==> config.mk <==
export PLATFORM = sky130hd
export DESIGN_NAME = button_press_hold_release_events_top_flat
export DESIGN_NICKNAME = d
export VERILOG_FILES = /design/src/sv/bpe_pkg.sv /design/src/sv/bpe_ifs.sv /design/src/sv/button_press_hold_release_events_top.sv /design/src/flat_wrapper.sv
export VERILOG_INCLUDE_DIRS = /design/src /design/src/sv
export SDC_FILE = /design/constraint.sdc
export NUM_CORES = 1
export LEC_CHECK = 0
export ABC_AREA = 1
export BUFFER_PORTS_ARGS = -buffer_cell sky130_fd_sc_hd__buf_4
export CORE_MARGIN = 4
export CORE_UTILIZATION = 35
export CTS_CLUSTER_DIAMETER = 120
export DETAILED_ROUTE_END_ITERATION = 8
export SKIP_LAST_GASP = 1
export SLEW_MARGIN = 20
export SYNTH_ARGS = -nofsm -noshare
export SYNTH_HDL_FRONTEND = slang
export SYNTH_SLANG_ARGS = --single-unit
export TNS_END_PERCENT = 20
==> constraint.sdc <==
create_clock -name clock -period 10.3 [get_ports clock]
set_input_delay 1.545 -clock clock [delete_from_list [all_inputs] [get_ports clock]]
set_output_delay 1.545 -clock clock [all_outputs]
set_load 0.01 [all_outputs]
==> src/sv/button_press_hold_release_events_top_assert.svh <==
// assertion macros for the button event classifier
`ifndef BUTTON_PRESS_HOLD_RELEASE_EVENTS_TOP_ASSERT_SVH
`define BUTTON_PRESS_HOLD_RELEASE_EVENTS_TOP_ASSERT_SVH

`ifndef SYNTHESIS
// same-cycle implication
`define BPE_ASSERT_IMPLIES(label, clk, rst, ante, cons) \
   label: assert property (@(posedge clk) disable iff (rst) (ante) |-> (cons)) \
      else $error("bpe assertion failed");
// next-cycle implication
`define BPE_ASSERT_NEXT(label, clk, rst, ante, cons) \
   label: assert property (@(posedge clk) disable iff (rst) (ante) |=> (cons)) \
      else $error("bpe assertion failed");
`else
`define BPE_ASSERT_IMPLIES(label, clk, rst, ante, cons)
`define BPE_ASSERT_NEXT(label, clk, rst, ante, cons)
`endif

`endif

==> src/sv/bpe_pkg.sv <==
// shared constants and types for the button event classifier
`default_nettype none

package bpe_pkg;

   // button count and derived widths
   localparam int NumButtons = 7;
   localparam int IdxW = (NumButtons > 1) ? $clog2(NumButtons) : 1;
   localparam int CntW = $clog2(NumButtons + 1);

   // payload field widths
   localparam int BtnW = 3;
   localparam int KindW = 2;
   localparam int DurW = 32;
   localparam int ThrW = 16;

   // event kinds
   localparam logic [KindW-1:0] KindPress = 2'd0;
   localparam logic [KindW-1:0] KindRelease = 2'd1;
   localparam logic [KindW-1:0] KindHold = 2'd2;

   // register file
   localparam int CsrAddrW = 3;
   localparam int CsrDataW = 32;
   localparam int CsrIdxW = CsrAddrW - 2;
   localparam logic [CsrIdxW-1:0] RegHoldThr = 1'b0;
   localparam logic [ThrW-1:0] ThrReset = 16'd800;

   // sequencer states
   typedef enum logic [1:0] {
      ST_IDLE,
      ST_LEVEL,
      ST_SCAN,
      ST_FLUSH
   } state_type;

   // one result
   typedef struct packed {
      logic [BtnW-1:0] button;
      logic [KindW-1:0] kind;
      logic [DurW-1:0] duration;
   } event_type;

endpackage

`default_nettype wire

==> src/sv/bpe_ifs.sv <==
// request and response channel interfaces
`default_nettype none

interface bpe_req_if;
   logic valid;
   logic ready;
   logic action;
   logic [bpe_pkg::BtnW-1:0] button_index;
   logic pin_level;

   modport source(output valid, action, button_index, pin_level, input ready);
   modport sink(input valid, action, button_index, pin_level, output ready);
endinterface

interface bpe_rsp_if;
   logic valid;
   logic ready;
   logic [bpe_pkg::BtnW-1:0] event_button;
   logic [bpe_pkg::KindW-1:0] event_kind;
   logic [bpe_pkg::DurW-1:0] elapsed_ms;
   logic last_event;

   modport source(output valid, event_button, event_kind, elapsed_ms, last_event,
                  input ready);
   modport sink(input valid, event_button, event_kind, elapsed_ms, last_event,
                output ready);
endinterface

`default_nettype wire

==> src/sv/button_press_hold_release_events_top.sv <==
// Button event classifier: a level report is registered on acceptance, then its result, if any,
// is registered from the LEVEL state; the next transaction is taken back in IDLE. A tick walks
// all NumButtons entries through the single read port of the press-time memory, one per
// cycle, and its final hold, if any, is sent from the FLUSH state before the return to IDLE;
// a full result register stalls the sequencer.
// Reset is synchronous: time, flags and sequencer clear, threshold returns to 800.
`default_nettype none

module button_press_hold_release_events_top (
   input  wire logic                           clock,
   input  wire logic                           reset,
   bpe_req_if.sink                             req_bus,
   bpe_rsp_if.source                           rsp_bus,
   input  wire logic                           csr_psel,
   input  wire logic                           csr_penable,
   input  wire logic                           csr_pwrite,
   input  wire logic [bpe_pkg::CsrAddrW-1:0]   csr_paddr,
   input  wire logic [bpe_pkg::CsrDataW-1:0]   csr_pwdata,
   output logic      [bpe_pkg::CsrDataW-1:0]   csr_prdata,
   output logic                                csr_pready
);
   import bpe_pkg::*;

   `include "button_press_hold_release_events_top_assert.svh"

   // control registers
   state_type state_ff, state_in;
   logic [DurW-1:0] time_ff, time_in;
   logic [ThrW-1:0] thr_ff, thr_in;
   logic [NumButtons-1:0] is_down_ff, is_down_in;
   logic [NumButtons-1:0] hold_done_ff, hold_done_in;
   logic [CntW-1:0] scan_cnt_ff, scan_cnt_in;
   logic eval_valid_ff, eval_valid_in;
   logic pend_valid_ff, pend_valid_in;
   logic out_valid_ff, out_valid_in;

   // payload registers
   logic [BtnW-1:0] b_ff, b_in;
   logic level_ff, level_in;
   logic [IdxW-1:0] eval_idx_ff, eval_idx_in;
   event_type pend_ff, pend_in;
   event_type out_ff, out_in;
   logic out_last_ff, out_last_in;

   // press-time memory, not cleared: an entry's value is used only while
   // its button is down, and the press wrote it
   logic [DurW-1:0] press_mem [NumButtons];
   logic [DurW-1:0] rd_data_ff;
   logic rd_en;
   logic [IdxW-1:0] rd_addr;
   logic wr_en;
   logic [IdxW-1:0] wr_addr;

   // shared decode
   logic accept;
   logic out_free;
   logic lvl_in_range;
   logic [IdxW-1:0] b_idx;
   logic lvl_press;
   logic lvl_release;
   logic lvl_emit;
   logic [DurW-1:0] held;
   logic hit;
   logic stall;
   logic scan_done;
   logic csr_wr;
   logic [CsrIdxW-1:0] csr_idx;

   assign accept = req_bus.valid && req_bus.ready;
   assign out_free = !out_valid_ff || rsp_bus.ready;
   assign lvl_in_range = int'(b_ff) < NumButtons;
   assign b_idx = IdxW'(b_ff);
   assign lvl_press = lvl_in_range && !level_ff && !is_down_ff[b_idx];
   assign lvl_release = lvl_in_range && level_ff && is_down_ff[b_idx];
   assign lvl_emit = lvl_press || (lvl_release && !hold_done_ff[b_idx]);
   assign held = time_ff - rd_data_ff;
   assign hit = eval_valid_ff && is_down_ff[eval_idx_ff] && !hold_done_ff[eval_idx_ff]
                && (held >= DurW'(thr_ff));
   assign stall = hit && pend_valid_ff && !out_free;
   assign scan_done = !stall && !eval_valid_ff && (scan_cnt_ff == CntW'(NumButtons));

   // register port
   assign csr_idx = csr_paddr[CsrAddrW-1:2];
   assign csr_wr = csr_psel && csr_penable && csr_pwrite && csr_pready;
   assign csr_pready = 1'b1;
   assign csr_prdata = (csr_idx == RegHoldThr) ? CsrDataW'(thr_ff) : '0;
   assign thr_in = (csr_wr && (csr_idx == RegHoldThr)) ? csr_pwdata[ThrW-1:0] : thr_ff;

   // channel outputs
   assign req_bus.ready = (state_ff == ST_IDLE);
   assign rsp_bus.valid = out_valid_ff;
   assign rsp_bus.event_button = out_ff.button;
   assign rsp_bus.event_kind = out_ff.kind;
   assign rsp_bus.elapsed_ms = out_ff.duration;
   assign rsp_bus.last_event = out_last_ff;

   // next state
   always_comb begin
      state_in = state_ff;
      case (state_ff)
         ST_IDLE: begin
            if (accept) begin
               state_in = req_bus.action ? ST_SCAN : ST_LEVEL;
            end
         end
         ST_LEVEL: begin
            if (!lvl_emit || out_free) begin
               state_in = ST_IDLE;
            end
         end
         ST_SCAN: begin
            if (scan_done) begin
               state_in = ST_FLUSH;
            end
         end
         ST_FLUSH: begin
            if (!pend_valid_ff || out_free) begin
               state_in = ST_IDLE;
            end
         end
         default: begin
            state_in = ST_IDLE;
         end
      endcase
   end

   // datapath control
   always_comb begin
      time_in = time_ff;
      is_down_in = is_down_ff;
      hold_done_in = hold_done_ff;
      scan_cnt_in = scan_cnt_ff;
      eval_valid_in = eval_valid_ff;
      eval_idx_in = eval_idx_ff;
      pend_valid_in = pend_valid_ff;
      pend_in = pend_ff;
      out_valid_in = out_valid_ff;
      out_in = out_ff;
      out_last_in = out_last_ff;
      b_in = b_ff;
      level_in = level_ff;
      rd_en = 1'b0;
      rd_addr = '0;
      wr_en = 1'b0;
      wr_addr = b_idx;

      // result drains
      if (out_valid_ff && rsp_bus.ready) begin
         out_valid_in = 1'b0;
      end

      case (state_ff)
         ST_IDLE: begin
            if (accept) begin
               if (req_bus.action) begin
                  time_in = time_ff + 1'b1;
                  scan_cnt_in = '0;
                  eval_valid_in = 1'b0;
               end else begin
                  b_in = req_bus.button_index;
                  level_in = req_bus.pin_level;
                  rd_en = int'(req_bus.button_index) < NumButtons;
                  rd_addr = IdxW'(req_bus.button_index);
               end
            end
         end
         ST_LEVEL: begin
            // press or release, once the result register has room
            if (lvl_press && out_free) begin
               wr_en = 1'b1;
               is_down_in[b_idx] = 1'b1;
               hold_done_in[b_idx] = 1'b0;
               out_valid_in = 1'b1;
               out_in = '{button: b_ff, kind: KindPress, duration: '0};
               out_last_in = 1'b1;
            end else if (lvl_release && hold_done_ff[b_idx]) begin
               is_down_in[b_idx] = 1'b0;
            end else if (lvl_release && out_free) begin
               is_down_in[b_idx] = 1'b0;
               out_valid_in = 1'b1;
               out_in = '{button: b_ff, kind: KindRelease, duration: held};
               out_last_in = 1'b1;
            end
         end
         ST_SCAN: begin
            if (!stall) begin
               // hold found: older pending one goes out as not last
               if (hit) begin
                  hold_done_in[eval_idx_ff] = 1'b1;
                  if (pend_valid_ff) begin
                     out_valid_in = 1'b1;
                     out_in = pend_ff;
                     out_last_in = 1'b0;
                  end
                  pend_valid_in = 1'b1;
                  pend_in = '{button: BtnW'(eval_idx_ff), kind: KindHold, duration: held};
               end
               // issue the next memory read
               if (scan_cnt_ff < CntW'(NumButtons)) begin
                  rd_en = 1'b1;
                  rd_addr = scan_cnt_ff[IdxW-1:0];
                  eval_idx_in = scan_cnt_ff[IdxW-1:0];
                  eval_valid_in = 1'b1;
                  scan_cnt_in = scan_cnt_ff + 1'b1;
               end else begin
                  eval_valid_in = 1'b0;
               end
            end
         end
         ST_FLUSH: begin
            // final hold of the tick carries the last flag
            if (pend_valid_ff && out_free) begin
               out_valid_in = 1'b1;
               out_in = pend_ff;
               out_last_in = 1'b1;
               pend_valid_in = 1'b0;
            end
         end
         default: begin
            rd_en = 1'b0;
         end
      endcase
   end

   // control state
   always_ff @(posedge clock) begin
      if (reset) begin
         state_ff <= ST_IDLE;
         time_ff <= '0;
         thr_ff <= ThrReset;
         is_down_ff <= '0;
         hold_done_ff <= '0;
         scan_cnt_ff <= '0;
         eval_valid_ff <= 1'b0;
         pend_valid_ff <= 1'b0;
         out_valid_ff <= 1'b0;
      end else begin
         state_ff <= state_in;
         time_ff <= time_in;
         thr_ff <= thr_in;
         is_down_ff <= is_down_in;
         hold_done_ff <= hold_done_in;
         scan_cnt_ff <= scan_cnt_in;
         eval_valid_ff <= eval_valid_in;
         pend_valid_ff <= pend_valid_in;
         out_valid_ff <= out_valid_in;
      end
   end

   // payload
   always_ff @(posedge clock) begin
      b_ff <= b_in;
      level_ff <= level_in;
      eval_idx_ff <= eval_idx_in;
      pend_ff <= pend_in;
      out_ff <= out_in;
      out_last_ff <= out_last_in;
   end

   // press-time memory, one write and one registered read port
   always_ff @(posedge clock) begin
      if (wr_en) begin
         press_mem[wr_addr] <= time_ff;
      end
      if (rd_en) begin
         rd_data_ff <= press_mem[rd_addr];
      end
   end

   // checks
   `BPE_ASSERT_IMPLIES(a_idle_no_pending, clock, reset, state_ff == ST_IDLE, !pend_valid_ff)
   `BPE_ASSERT_IMPLIES(a_hold_marked, clock, reset,
                       out_valid_ff && out_ff.kind == KindHold,
                       hold_done_ff[IdxW'(out_ff.button)])
   `BPE_ASSERT_IMPLIES(a_not_last_mid_tick, clock, reset, out_valid_ff && !out_last_ff,
                       state_ff == ST_SCAN || state_ff == ST_FLUSH)
   `BPE_ASSERT_NEXT(a_level_result, clock, reset,
                    state_ff == ST_LEVEL && lvl_emit && out_free,
                    out_valid_ff && out_last_ff)

endmodule

`default_nettype wire

==> src/flat_wrapper.sv <==
// flat-port wrapper written by rule: the top's interface ports become plain ports
module button_press_hold_release_events_top_flat import bpe_pkg::*;
  (clock, reset, csr_psel, csr_penable, csr_pwrite, csr_paddr, csr_pwdata, csr_prdata, csr_pready, req_bus_valid, req_bus_action, req_bus_button_index, req_bus_pin_level, req_bus_ready, rsp_bus_valid, rsp_bus_event_button, rsp_bus_event_kind, rsp_bus_elapsed_ms, rsp_bus_last_event, rsp_bus_ready);
  bpe_req_if req_bus_i ();
  bpe_rsp_if rsp_bus_i ();
  input  wire logic clock;
  input  wire logic reset;
  input  wire logic csr_psel;
  input  wire logic csr_penable;
  input  wire logic csr_pwrite;
  input  wire logic [bpe_pkg::CsrAddrW-1:0] csr_paddr;
  input  wire logic [bpe_pkg::CsrDataW-1:0] csr_pwdata;
  output logic      [bpe_pkg::CsrDataW-1:0] csr_prdata;
  output logic csr_pready;
  input wire logic [$bits(req_bus_i.valid)-1:0] req_bus_valid;
  input wire logic [$bits(req_bus_i.action)-1:0] req_bus_action;
  input wire logic [$bits(req_bus_i.button_index)-1:0] req_bus_button_index;
  input wire logic [$bits(req_bus_i.pin_level)-1:0] req_bus_pin_level;
  output wire logic [$bits(req_bus_i.ready)-1:0] req_bus_ready;
  output wire logic [$bits(rsp_bus_i.valid)-1:0] rsp_bus_valid;
  output wire logic [$bits(rsp_bus_i.event_button)-1:0] rsp_bus_event_button;
  output wire logic [$bits(rsp_bus_i.event_kind)-1:0] rsp_bus_event_kind;
  output wire logic [$bits(rsp_bus_i.elapsed_ms)-1:0] rsp_bus_elapsed_ms;
  output wire logic [$bits(rsp_bus_i.last_event)-1:0] rsp_bus_last_event;
  input wire logic [$bits(rsp_bus_i.ready)-1:0] rsp_bus_ready;
  assign req_bus_i.valid = req_bus_valid;
  assign req_bus_i.action = req_bus_action;
  assign req_bus_i.button_index = req_bus_button_index;
  assign req_bus_i.pin_level = req_bus_pin_level;
  assign req_bus_ready = req_bus_i.ready;
  assign rsp_bus_valid = rsp_bus_i.valid;
  assign rsp_bus_event_button = rsp_bus_i.event_button;
  assign rsp_bus_event_kind = rsp_bus_i.event_kind;
  assign rsp_bus_elapsed_ms = rsp_bus_i.elapsed_ms;
  assign rsp_bus_last_event = rsp_bus_i.last_event;
  assign rsp_bus_i.ready = rsp_bus_ready;
  button_press_hold_release_events_top u_core (.clock(clock), .reset(reset), .req_bus(req_bus_i), .rsp_bus(rsp_bus_i), .csr_psel(csr_psel), .csr_penable(csr_penable), .csr_pwrite(csr_pwrite), .csr_paddr(csr_paddr), .csr_pwdata(csr_pwdata), .csr_prdata(csr_prdata), .csr_pready(csr_pready));
endmodule
==> reports/metrics.cfg, run 1 <==
[logic_synthesis]
synth_edf_count = 336
syn_area_per_cell_sq_um = 8.93
netlist_area_sq_um = 20300
ys_warn_count = 0
synthArstFlopShare_pct = 0
ys_seq_elements = 406
syn_inst = 2268
synth-main-ff-cell = edfxtp_1
ys_types = 50
ys_seq_area_share_pct = 56.7

[final_layout]
fillerInstances = 5533
final_core_util_pct = 40.5
antenna_cells = 0
fin_nets = 2447
drive_gt1_share_pct = 9.56
area_delta_synth_final_pct = 13.5

[clocking]
cts_inserted_buffers = 43
clk_latency_ps = 580
clk_pin_slew_ps = 60
cts.hold.buffers_added = 0
cts_num_sinks = 406
cts_max_level = 2
cts-root-buf = clkbuf_16
cts_max_path_buffers = 3
cts_tree = built
cts_setup_buffers = 0
cts-resized-gates = 0

[status]
status = complete, no violations

[route]
vias = 15000
drt_iter0_markers = 846
first_pass_iters = 5
ant_nets = 0
finalWirelength_microns = 49200
via_per_inst = 4.76
route.detailed.drc = 0
wl_per_cell_microns = 15.7

[worst_setup_path]
cp_common_cell = nand2_1
rr_startpoint = u_core.time_ff[0]
end_kind = flop
critPathBufInv = 4
cp-start-kind = flop
crit_fanout = 67
crit_start = u_core.time_ff[0]
slowest_delay_ps = 730
slowest_stage = buf_4
critPathKind = reg -> reg
crit_arrival_ps = 6000
required_ps = 10620
crit_family = simple AND/OR/NAND/NOR gates

[floorplanning]
initial_core_util_pct = 35.6
die_h_microns = 249
coreArea_sq_um = 56800
num_rows = 87
die_area_sq_um = 61800
die_w_microns = 249
io_pins = 120

[min_path]
hold_path_startpoint = u_core.thr_ff[14]
hold_class = reg -> reg

[global_route]
grt-ovfl-total = 0
grt_pass1_vias = 14400
track_usage_pct = 15.5
antenna_found_initial = 0
grt_max_degree = 68
grt_pass1_wl_microns = 78500

[timing]
worst_pin_slew_ps = 909
drv_slew = 0
period_minus_slack_ps = 5680
fmax_mhz = 176
rsz0062_at_grt = false
min_period_over_period_pct = 55.1
hold_viol_final = 0
setup_viol = 0
setup_tns_ps = 0
max_slew_margin_pct = 39.4
clock_skew_ps = 25.9

[place]
gp_congestion = 0.876
io_buffers = 84
hpwl_microns = 32100

[power]
peakVddDrop_mv = 0.0978
power.density_nw_per_um2 = 180
power.leakage_nw = 10.2

[run]
max-cap-violations = 0

==> worst reg2reg max path: cells and delay by family, from the launching register on <==
| family | cells | cell delay, ps |
|---|---|---|
| buffers and inverters | 4 | 1230 |
| xor gates and xnor gates | 1 | 390 |
| DFF | 1 | 540 |
| adders and majority gates | 3 | 970 |
| AOI/OAI and AO/OA | 1 | 210 |
| and+or+nand+nor | 19 | 2090 |
==> cells by family after synthesis <==
family / Yosys count / synth area share (%)
AOI/OAI and AO/OA: 228 / 6.43
other: 2 / 0.0371
DFF: 406 / 56.7
adders and majority gates: 51 / 3.19
and+or+nand+nor: 1043 / 22.0
buffers and inverters: 518 / 10.7
xor gates and xnor gates: 20 / 0.902
==> worst paths after layout <==
check | endpoint | slack, ps | cells past startpoint
min | u_core.thr_ff[14] | 500 | 2
min reg2reg | u_core.thr_ff[14] | 500 | 2
max | u_core.rd_data_ff[29] | 4620 | 28
max reg2reg | u_core.rd_data_ff[29] | 4620 | 28
==> state kept, by name (all words and copies together) (netlist names), named ones only <==
signal,flops
u_core.rsp_bus.event_button,3
u_core.rd_data_ff,32
u_core.state_ff,2
u_core.pend_valid_ff,1
u_core.rsp_bus.event_kind,2
u_core.thr_ff,16
u_core.rsp_bus.valid,1
u_core.hold_done_ff,7
u_core.b_ff,3
u_core.rsp_bus.elapsed_ms,32
u_core.pend_ff,35
u_core.scan_cnt_ff,3
u_core.press_mem,224
u_core.time_ff,32
u_core.eval_valid_ff,1
u_core.rsp_bus.last_event,1
u_core.level_ff,1
u_core.eval_idx_ff,3
==> synth_stat cells, types with 2 or more instances <==
library cell / count / area share, %
nand3_2: 6 / 0.30
o21bai_1: 6 / 0.22
buf_2: 21 / 0.52
a221oi_1: 4 / 0.17
nor3_2: 5 / 0.25
clkbuf_1: 21 / 0.39
o21ai_1: 2 / 0.049
buf_6: 12 / 0.67
nor2_4: 5 / 0.28
nand4_1: 13 / 0.40
nor2_2: 7 / 0.22
o211ai_1: 4 / 0.15
o22ai_1: 3 / 0.093
nor2_1: 118 / 2.2
o21a_1: 5 / 0.19
buf_1: 6 / 0.11
xnor2_1: 3 / 0.13
nand2_4: 4 / 0.22
dfxtp_1: 70 / 6.9
a21oi_1: 102 / 2.5
nor3_1: 23 / 0.57
buf_4: 24 / 0.89
conb_1: 2 / 0.037
nand3b_1: 8 / 0.30
a31oi_1: 5 / 0.15
o21ai_2: 2 / 0.086
buf_8: 2 / 0.15
edfxtp_1: 336 / 50
xor2_1: 16 / 0.69
inv_2: 9 / 0.17
a22o_1: 20 / 0.86
nand3_1: 200 / 4.9
nand2_2: 7 / 0.22
o21ai_0: 70 / 1.7
ha_1: 50 / 3.1
and3_1: 2 / 0.062
inv_1: 422 / 7.8
nand2_1: 641 / 12
==> placed cells by master (no fill, tap or decap), types with 44 or more instances in the layout <==
cell type	count
a21oi_1	101
buf_4	106
clkbuf_16	44
dfxtp_1	70
edfxtp_1	336
ha_1	50
inv_1	422
nand2_1	639
nand3_1	200
nor2_1	111
o21ai_0	70
==> per-stage QoR <==
step	power, mW	setup slack [ps]	area (sq um)	hold WS, ps	instances
floorplan	2.43	5330	20300	448	2283
global placement	2.63	4700	21600	466	3059
detailed placement	2.64	4590	21600	491	3059
CTS	4.18	4560	23000	498	3139
global route	4.34	4150	23000	524	3140
finish	4.14	4620	23000	496	3140
==> layout make-up <==
class	instances	area (sq um)	area share, %
clock buffers	67	1260	5.47
clock inverters	13	143	0.620
inverters	432	1620	7.06
multi-input cells	1359	6710	29.2
flip-flops and latches	406	11500	50.0
well taps	756	946	4.11
repair buffers	107	823	3.58
==> metal layers <==
| metal | global-route usage, % | routed length (microns) |
|---|---|---|
| met3 | 2.70 | 2190 |
| met4 | 3.85 | 994 |
| met1 | 20.6 | 22500 |
| met2 | 26.6 | 23500 |
| met5 | 0 | 0 |
==> report_power, final <==
part / switching, mW / total [mW] / internal (mW)
Clock: 0.636 / 1.53 / 0.895
Sequential: 0.0398 / 1.95 / 1.91
Combinational: 0.446 / 0.658 / 0.212
No activity file was read; power rests on OpenSTA's default activity.
==> inputs of run 2 (changes only) <==
- clock period: 10.3 -> 5.55 ns (I/O delays scaled with it)
==> reports/metrics.cfg, run 2 (same netlist as run 1, synthesis figures left out) <==
[route]
drt_iter0_markers = 984  ; +16%
vias = 14800  ; -1.3%
via_per_inst = 4.69  ; -1.5%
ant_nets = 0  ; unchanged
route.detailed.drc = 0  ; unchanged
wl_per_cell_microns = 15.5  ; -1.0%
first_pass_iters = 5  ; unchanged
finalWirelength_microns = 48700  ; -0.83%

[floorplanning]
die_h_microns = 249  ; unchanged
coreArea_sq_um = 56800  ; unchanged
io_pins = 120  ; unchanged
num_rows = 87  ; unchanged
die_area_sq_um = 61800  ; unchanged
die_w_microns = 249  ; unchanged
initial_core_util_pct = 35.6  ; unchanged

[timing]
max_slew_margin_pct = 43.7  ; +4.2 points
hold_viol_final = 0  ; unchanged
min_period_over_period_pct = 86.2  ; +31 points
drv_slew = 0  ; unchanged
rsz0062_at_grt = false
setup_ws_ps = 765  ; -3860 ps
worst_pin_slew_ps = 845  ; -63.7 ps
hold_ws_ps = 458  ; -38.3 ps
period_minus_slack_ps = 4780  ; -892 ps
fmax_mhz = 209  ; +19%
clock_skew_ps = 23.7  ; -2.20 ps
setup_viol = 0  ; unchanged
setup_tns_ps = 0  ; unchanged

[run]
max-cap-violations = 0  ; unchanged

[power]
peakVddDrop_mv = 0.246  ; +150%
switching_share_pct = 26.6  ; -0.50 points
pwr-share-seq_pct = 46.5  ; -0.6 points
p_int_mw = 5.71  ; +89%
p_sw_mw = 2.07  ; +84%
p_total_mw = 7.78  ; +88%
power.leakage_nw = 10.3  ; +0.77%
power.density_nw_per_um2 = 336  ; +87%
p_comb_share_pct = 15.6  ; -0.3 points
clkPwrFrac_pct = 37.9  ; +0.9 points

[global_route]
grt_pass1_vias = 14500  ; +0.85%
antenna_found_initial = 0  ; unchanged
grt_max_degree = 66  ; -2.9%
grt-ovfl-total = 0  ; unchanged
track_usage_pct = 15.5  ; about the same
grt_pass1_wl_microns = 78300  ; -0.22%

[place]
dpl_cell_area_sq_um = 21700  ; +0.53%
dp_cells = 3066  ; +0.23%
io_buffers = 84  ; unchanged
post-place-ws_ps = 770  ; -3820 ps
gp_congestion = 0.869  ; -0.80%
hpwl_microns = 33800  ; +5.4%

[worst_setup_path]
crit_fanout = 37  ; -45%
cp_common_cell = nand2_1
end_kind = flop
cp-start-kind = flop
crit_family = simple AND/OR/NAND/NOR gates
r2r_slack_ps = 770  ; -3860 ps
crit_arrival_ps = 5100  ; -900 ps
critPathKind = reg -> reg
slowest_delay_ps = 530  ; -200 ps
slowest_stage = dfxtp_1
required_ps = 5870  ; -4750 ps
critPathBufInv = 4  ; unchanged

[clocking]
cts_tree = built
cts_max_path_buffers = 3  ; unchanged
clk_latency_ps = 580  ; about the same
cts_num_sinks = 406  ; unchanged
cts.hold.buffers_added = 0  ; unchanged
cts_setup_buffers = 0  ; unchanged
cts_inserted_buffers = 43  ; unchanged
cts_max_level = 2  ; unchanged
cts-root-buf = clkbuf_16
cts-resized-gates = 0  ; unchanged
clk_pin_slew_ps = 60  ; about the same

[final_layout]
mostFrequentLayoutCell = nand2_1
fillerInstances = 5592  ; +1.1%
fin_cells = 3146  ; +0.19%
top_regs = u_core.press_mem: 224 flops, u_core.pend_ff: 35 flops
regMostFlops = u_core.press_mem
final_core_util_pct = 40.7  ; +0.26 points
fin_nets = 2453  ; +0.25%
largest_reg_flops = 224  ; unchanged
area_delta_synth_final_pct = 14.3
fin_area_sq_um = 23100  ; +0.65%
antenna_cells = 0  ; unchanged
layout_common_cells = nand2_1, inv_1, edfxtp_1
drive_gt1_share_pct = 9.83  ; +0.27 points

[status]
status = complete, no violations

[min_path]
hold_class = in -> reg

## run 2: routing by layer
metal | vias to the layer above | GRT usage (%) | routed length [microns]
li1 | 7469 | - | -
met1 | 6886 | 20.8 | 22300
met2 | 329 | 26.3 | 23100
met3 | 80 | 2.41 | 2150
met4 | 0 | 4.44 | 1190
met5 | - | 0 | 0
## run 2: power by group through the flow
stage          clock network [mW]  registers [mW]  logic, mW
2_1_floorplan                   0            3.69      0.810
3_3_place_gp                    0            3.68       1.20
3_5_place_dp                    0            3.69       1.22
4_1_cts                      3.03            3.62       1.23
5_1_grt                      3.16            3.64       1.38
6_report                     2.95            3.62       1.21
## run 2: worst paths after layout
kind	from	cells after the start	to
worst max register to register	u_core.time_ff[0]	27	u_core.rd_data_ff[11]
worst max-delay path	u_core.time_ff[0]	27	u_core.rd_data_ff[11]
worst min register to register	flop	2	flop
worst min-delay path	req_bus_pin_level	1	u_core.level_ff
## run 2: cell type report
cell class	instances	area, sq um	area share (%)
clock inverters	28	300	1.30
flip-flops and latches	406	11500	49.6
clock buffers	52	1160	5.02
multi-input cells	1359	6710	29.0
inverters	432	1620	7.02
well taps	756	946	4.09
repair buffers	113	911	3.94
==> inputs of run 3 (changes only) <==
- CORE_UTILIZATION: 35 -> 25
==> reports/metrics.cfg, run 3 (same netlist as run 1, synthesis figures left out) <==
[timing]
rsz0062_at_grt = false
hold_ws_ps = 470  ; +12.3 ps
fmax_mhz = 200  ; -4.2%
max_slew_margin_pct = 29.2  ; -14 points
min_period_over_period_pct = 90.0  ; +3.8 points
setup_tns_ps = 0  ; unchanged
drv_slew = 0  ; unchanged
period_minus_slack_ps = 5000  ; +212 ps
clock_skew_ps = 20.8  ; -2.95 ps
hold_viol_final = 0  ; unchanged
setup_viol = 0  ; unchanged
setup_ws_ps = 553  ; -212 ps
worst_pin_slew_ps = 1060  ; +215 ps

[worst_setup_path]
slowest_delay_ps = 540  ; about the same
required_ps = 5840  ; -30 ps
slowest_stage = dfxtp_1
critPathBufInv = 3  ; -1
crit_family = simple AND/OR/NAND/NOR gates
end_kind = flop
critPathKind = reg -> reg
crit_arrival_ps = 5290  ; +190 ps
crit_fanout = 32  ; -14%
cp-start-kind = flop
cp_common_cell = nand2_1

[power]
power.leakage_nw = 10.2  ; -0.57%
peakVddDrop_mv = 0.229  ; -6.9%
power.density_nw_per_um2 = 322  ; -4.1%
p_total_mw = 7.54  ; -3.1%

[route]
ant_nets = 0  ; unchanged
finalWirelength_microns = 47700  ; -2.1%
drt_iter0_markers = 906  ; -7.9%
route.detailed.drc = 0  ; unchanged
vias = 14500  ; -1.9%
wl_per_cell_microns = 13.8  ; -11%
via_per_inst = 4.20  ; -10%
first_pass_iters = 6  ; +1

[floorplanning]
die_w_microns = 293  ; +18%
num_rows = 104  ; +20%
initial_core_util_pct = 25.2  ; -10 points
io_pins = 120  ; unchanged
die_h_microns = 293  ; +18%
coreArea_sq_um = 80400  ; +42%
die_area_sq_um = 85600  ; +39%

[run]
max-cap-violations = 0  ; unchanged

[global_route]
grt_pass1_wl_microns = 76100  ; -2.9%
track_usage_pct = 11.0  ; -4.5 points
grt_max_degree = 66  ; unchanged
grt-ovfl-total = 0  ; unchanged
grt_pass1_vias = 13900  ; -4.1%
antenna_found_initial = 0  ; unchanged

[min_path]
hold_class = in -> reg

[status]
status = complete, no violations

[clocking]
cts_tree = built
cts_inserted_buffers = 41  ; -4.7%
cts_max_path_buffers = 3  ; unchanged
cts_setup_buffers = 0  ; unchanged
clk_pin_slew_ps = 60  ; about the same
cts_max_level = 2  ; unchanged
cts-root-buf = clkbuf_16
cts_num_sinks = 406  ; unchanged
clk_latency_ps = 550  ; -30 ps
cts-resized-gates = 0  ; unchanged
cts.hold.buffers_added = 0  ; unchanged

[final_layout]
drive_gt1_share_pct = 9.68  ; -0.16 points
mostFrequentLayoutCell = nand2_1
fillerInstances = 8401  ; +50%
layout_common_cells = nand2_1, inv_1, edfxtp_1
largest_reg_flops = 224  ; unchanged
fin_nets = 2453  ; unchanged
top_regs = u_core.press_mem: 224 flops, u_core.pend_ff: 35 flops
fin_cells = 3447  ; +9.6%
regMostFlops = u_core.press_mem
antenna_cells = 0  ; unchanged
area_delta_synth_final_pct = 15.4

[place]
post-place-ws_ps = 468  ; -302 ps
io_buffers = 84  ; unchanged
gp_congestion = 0.856  ; -1.6%
hpwl_microns = 31300  ; -7.4%
dp_cells = 3372  ; +10%

run 3: report_power, final:
part / leakage (nW) / internal [mW] / switching (mW)
Clock: 0.649 / 1.56 / 1.14
Sequential: 3.48 / 3.55 / 0.0694
Combinational: 6.08 / 0.394 / 0.822
Total: 10.2 / 5.50 / 2.03
run 3: worst paths after layout:
| check | startpoint | endpoint | slack, ps | depth (start not counted) |
|---|---|---|---|---|
| max | u_core.time_ff[0] | u_core.rd_data_ff[22] | 550 | 26 |
| min | req_bus_pin_level | u_core.level_ff | 470 | 1 |
| max reg2reg | u_core.time_ff[0] | u_core.rd_data_ff[22] | 550 | 26 |
| min reg2reg | flop | flop | 480 | 2 |
run 3: stage by stage:
step	util, %	instance area (sq um)
after floorplan	-	20300
after global placement	27.4	22100
after detailed placement	27.4	22100
after CTS	29.1	23400
after global routing	29.1	23400
final	29.1	23400
run 3: worst register-to-register path, stage by stage, from the launching register on:
cell	delay, ps
dfxtp_1	540
inv_1	150
ha_1	240
fa_1	400
inv_1	120
nand3_1	70
nand3_1	150
nand2_1	90
nand2_2	110
xor2_1	430
ha_1	330
nand2_1	60
nor3_1	40
nand2_1	60
nand2_1	70
a21oi_1	230
nand3_1	110
nor2_1	140
nand3_2	160
nand3_2	140
nand3_2	100
nand2_4	250
inv_2	380
nand2_1	170
nand3_1	80
nand2_1	70
nand2_1	50
run 3: layout make-up:
class / count / area, sq um / area share [%]
clock buffers: 60 / 1210 / 5.18
inverters: 432 / 1620 / 6.95
repair buffers: 115 / 913 / 3.91
flip-flops and latches: 406 / 11500 / 49.1
multi-input cells: 1359 / 6710 / 28.7
clock inverters: 15 / 103 / 0.439
well taps: 1060 / 1330 / 5.67
run 3: routing by layer:
metal / global-route usage (%) / routed length (microns) / vias to the layer above
li1: - / - / 7457
met1: 13.9 / 21100 / 6656
met2: 19.3 / 23200 / 291
met3: 1.54 / 2010 / 76
met4: 3.84 / 1430 / 0
met5: 0 / 0 / -
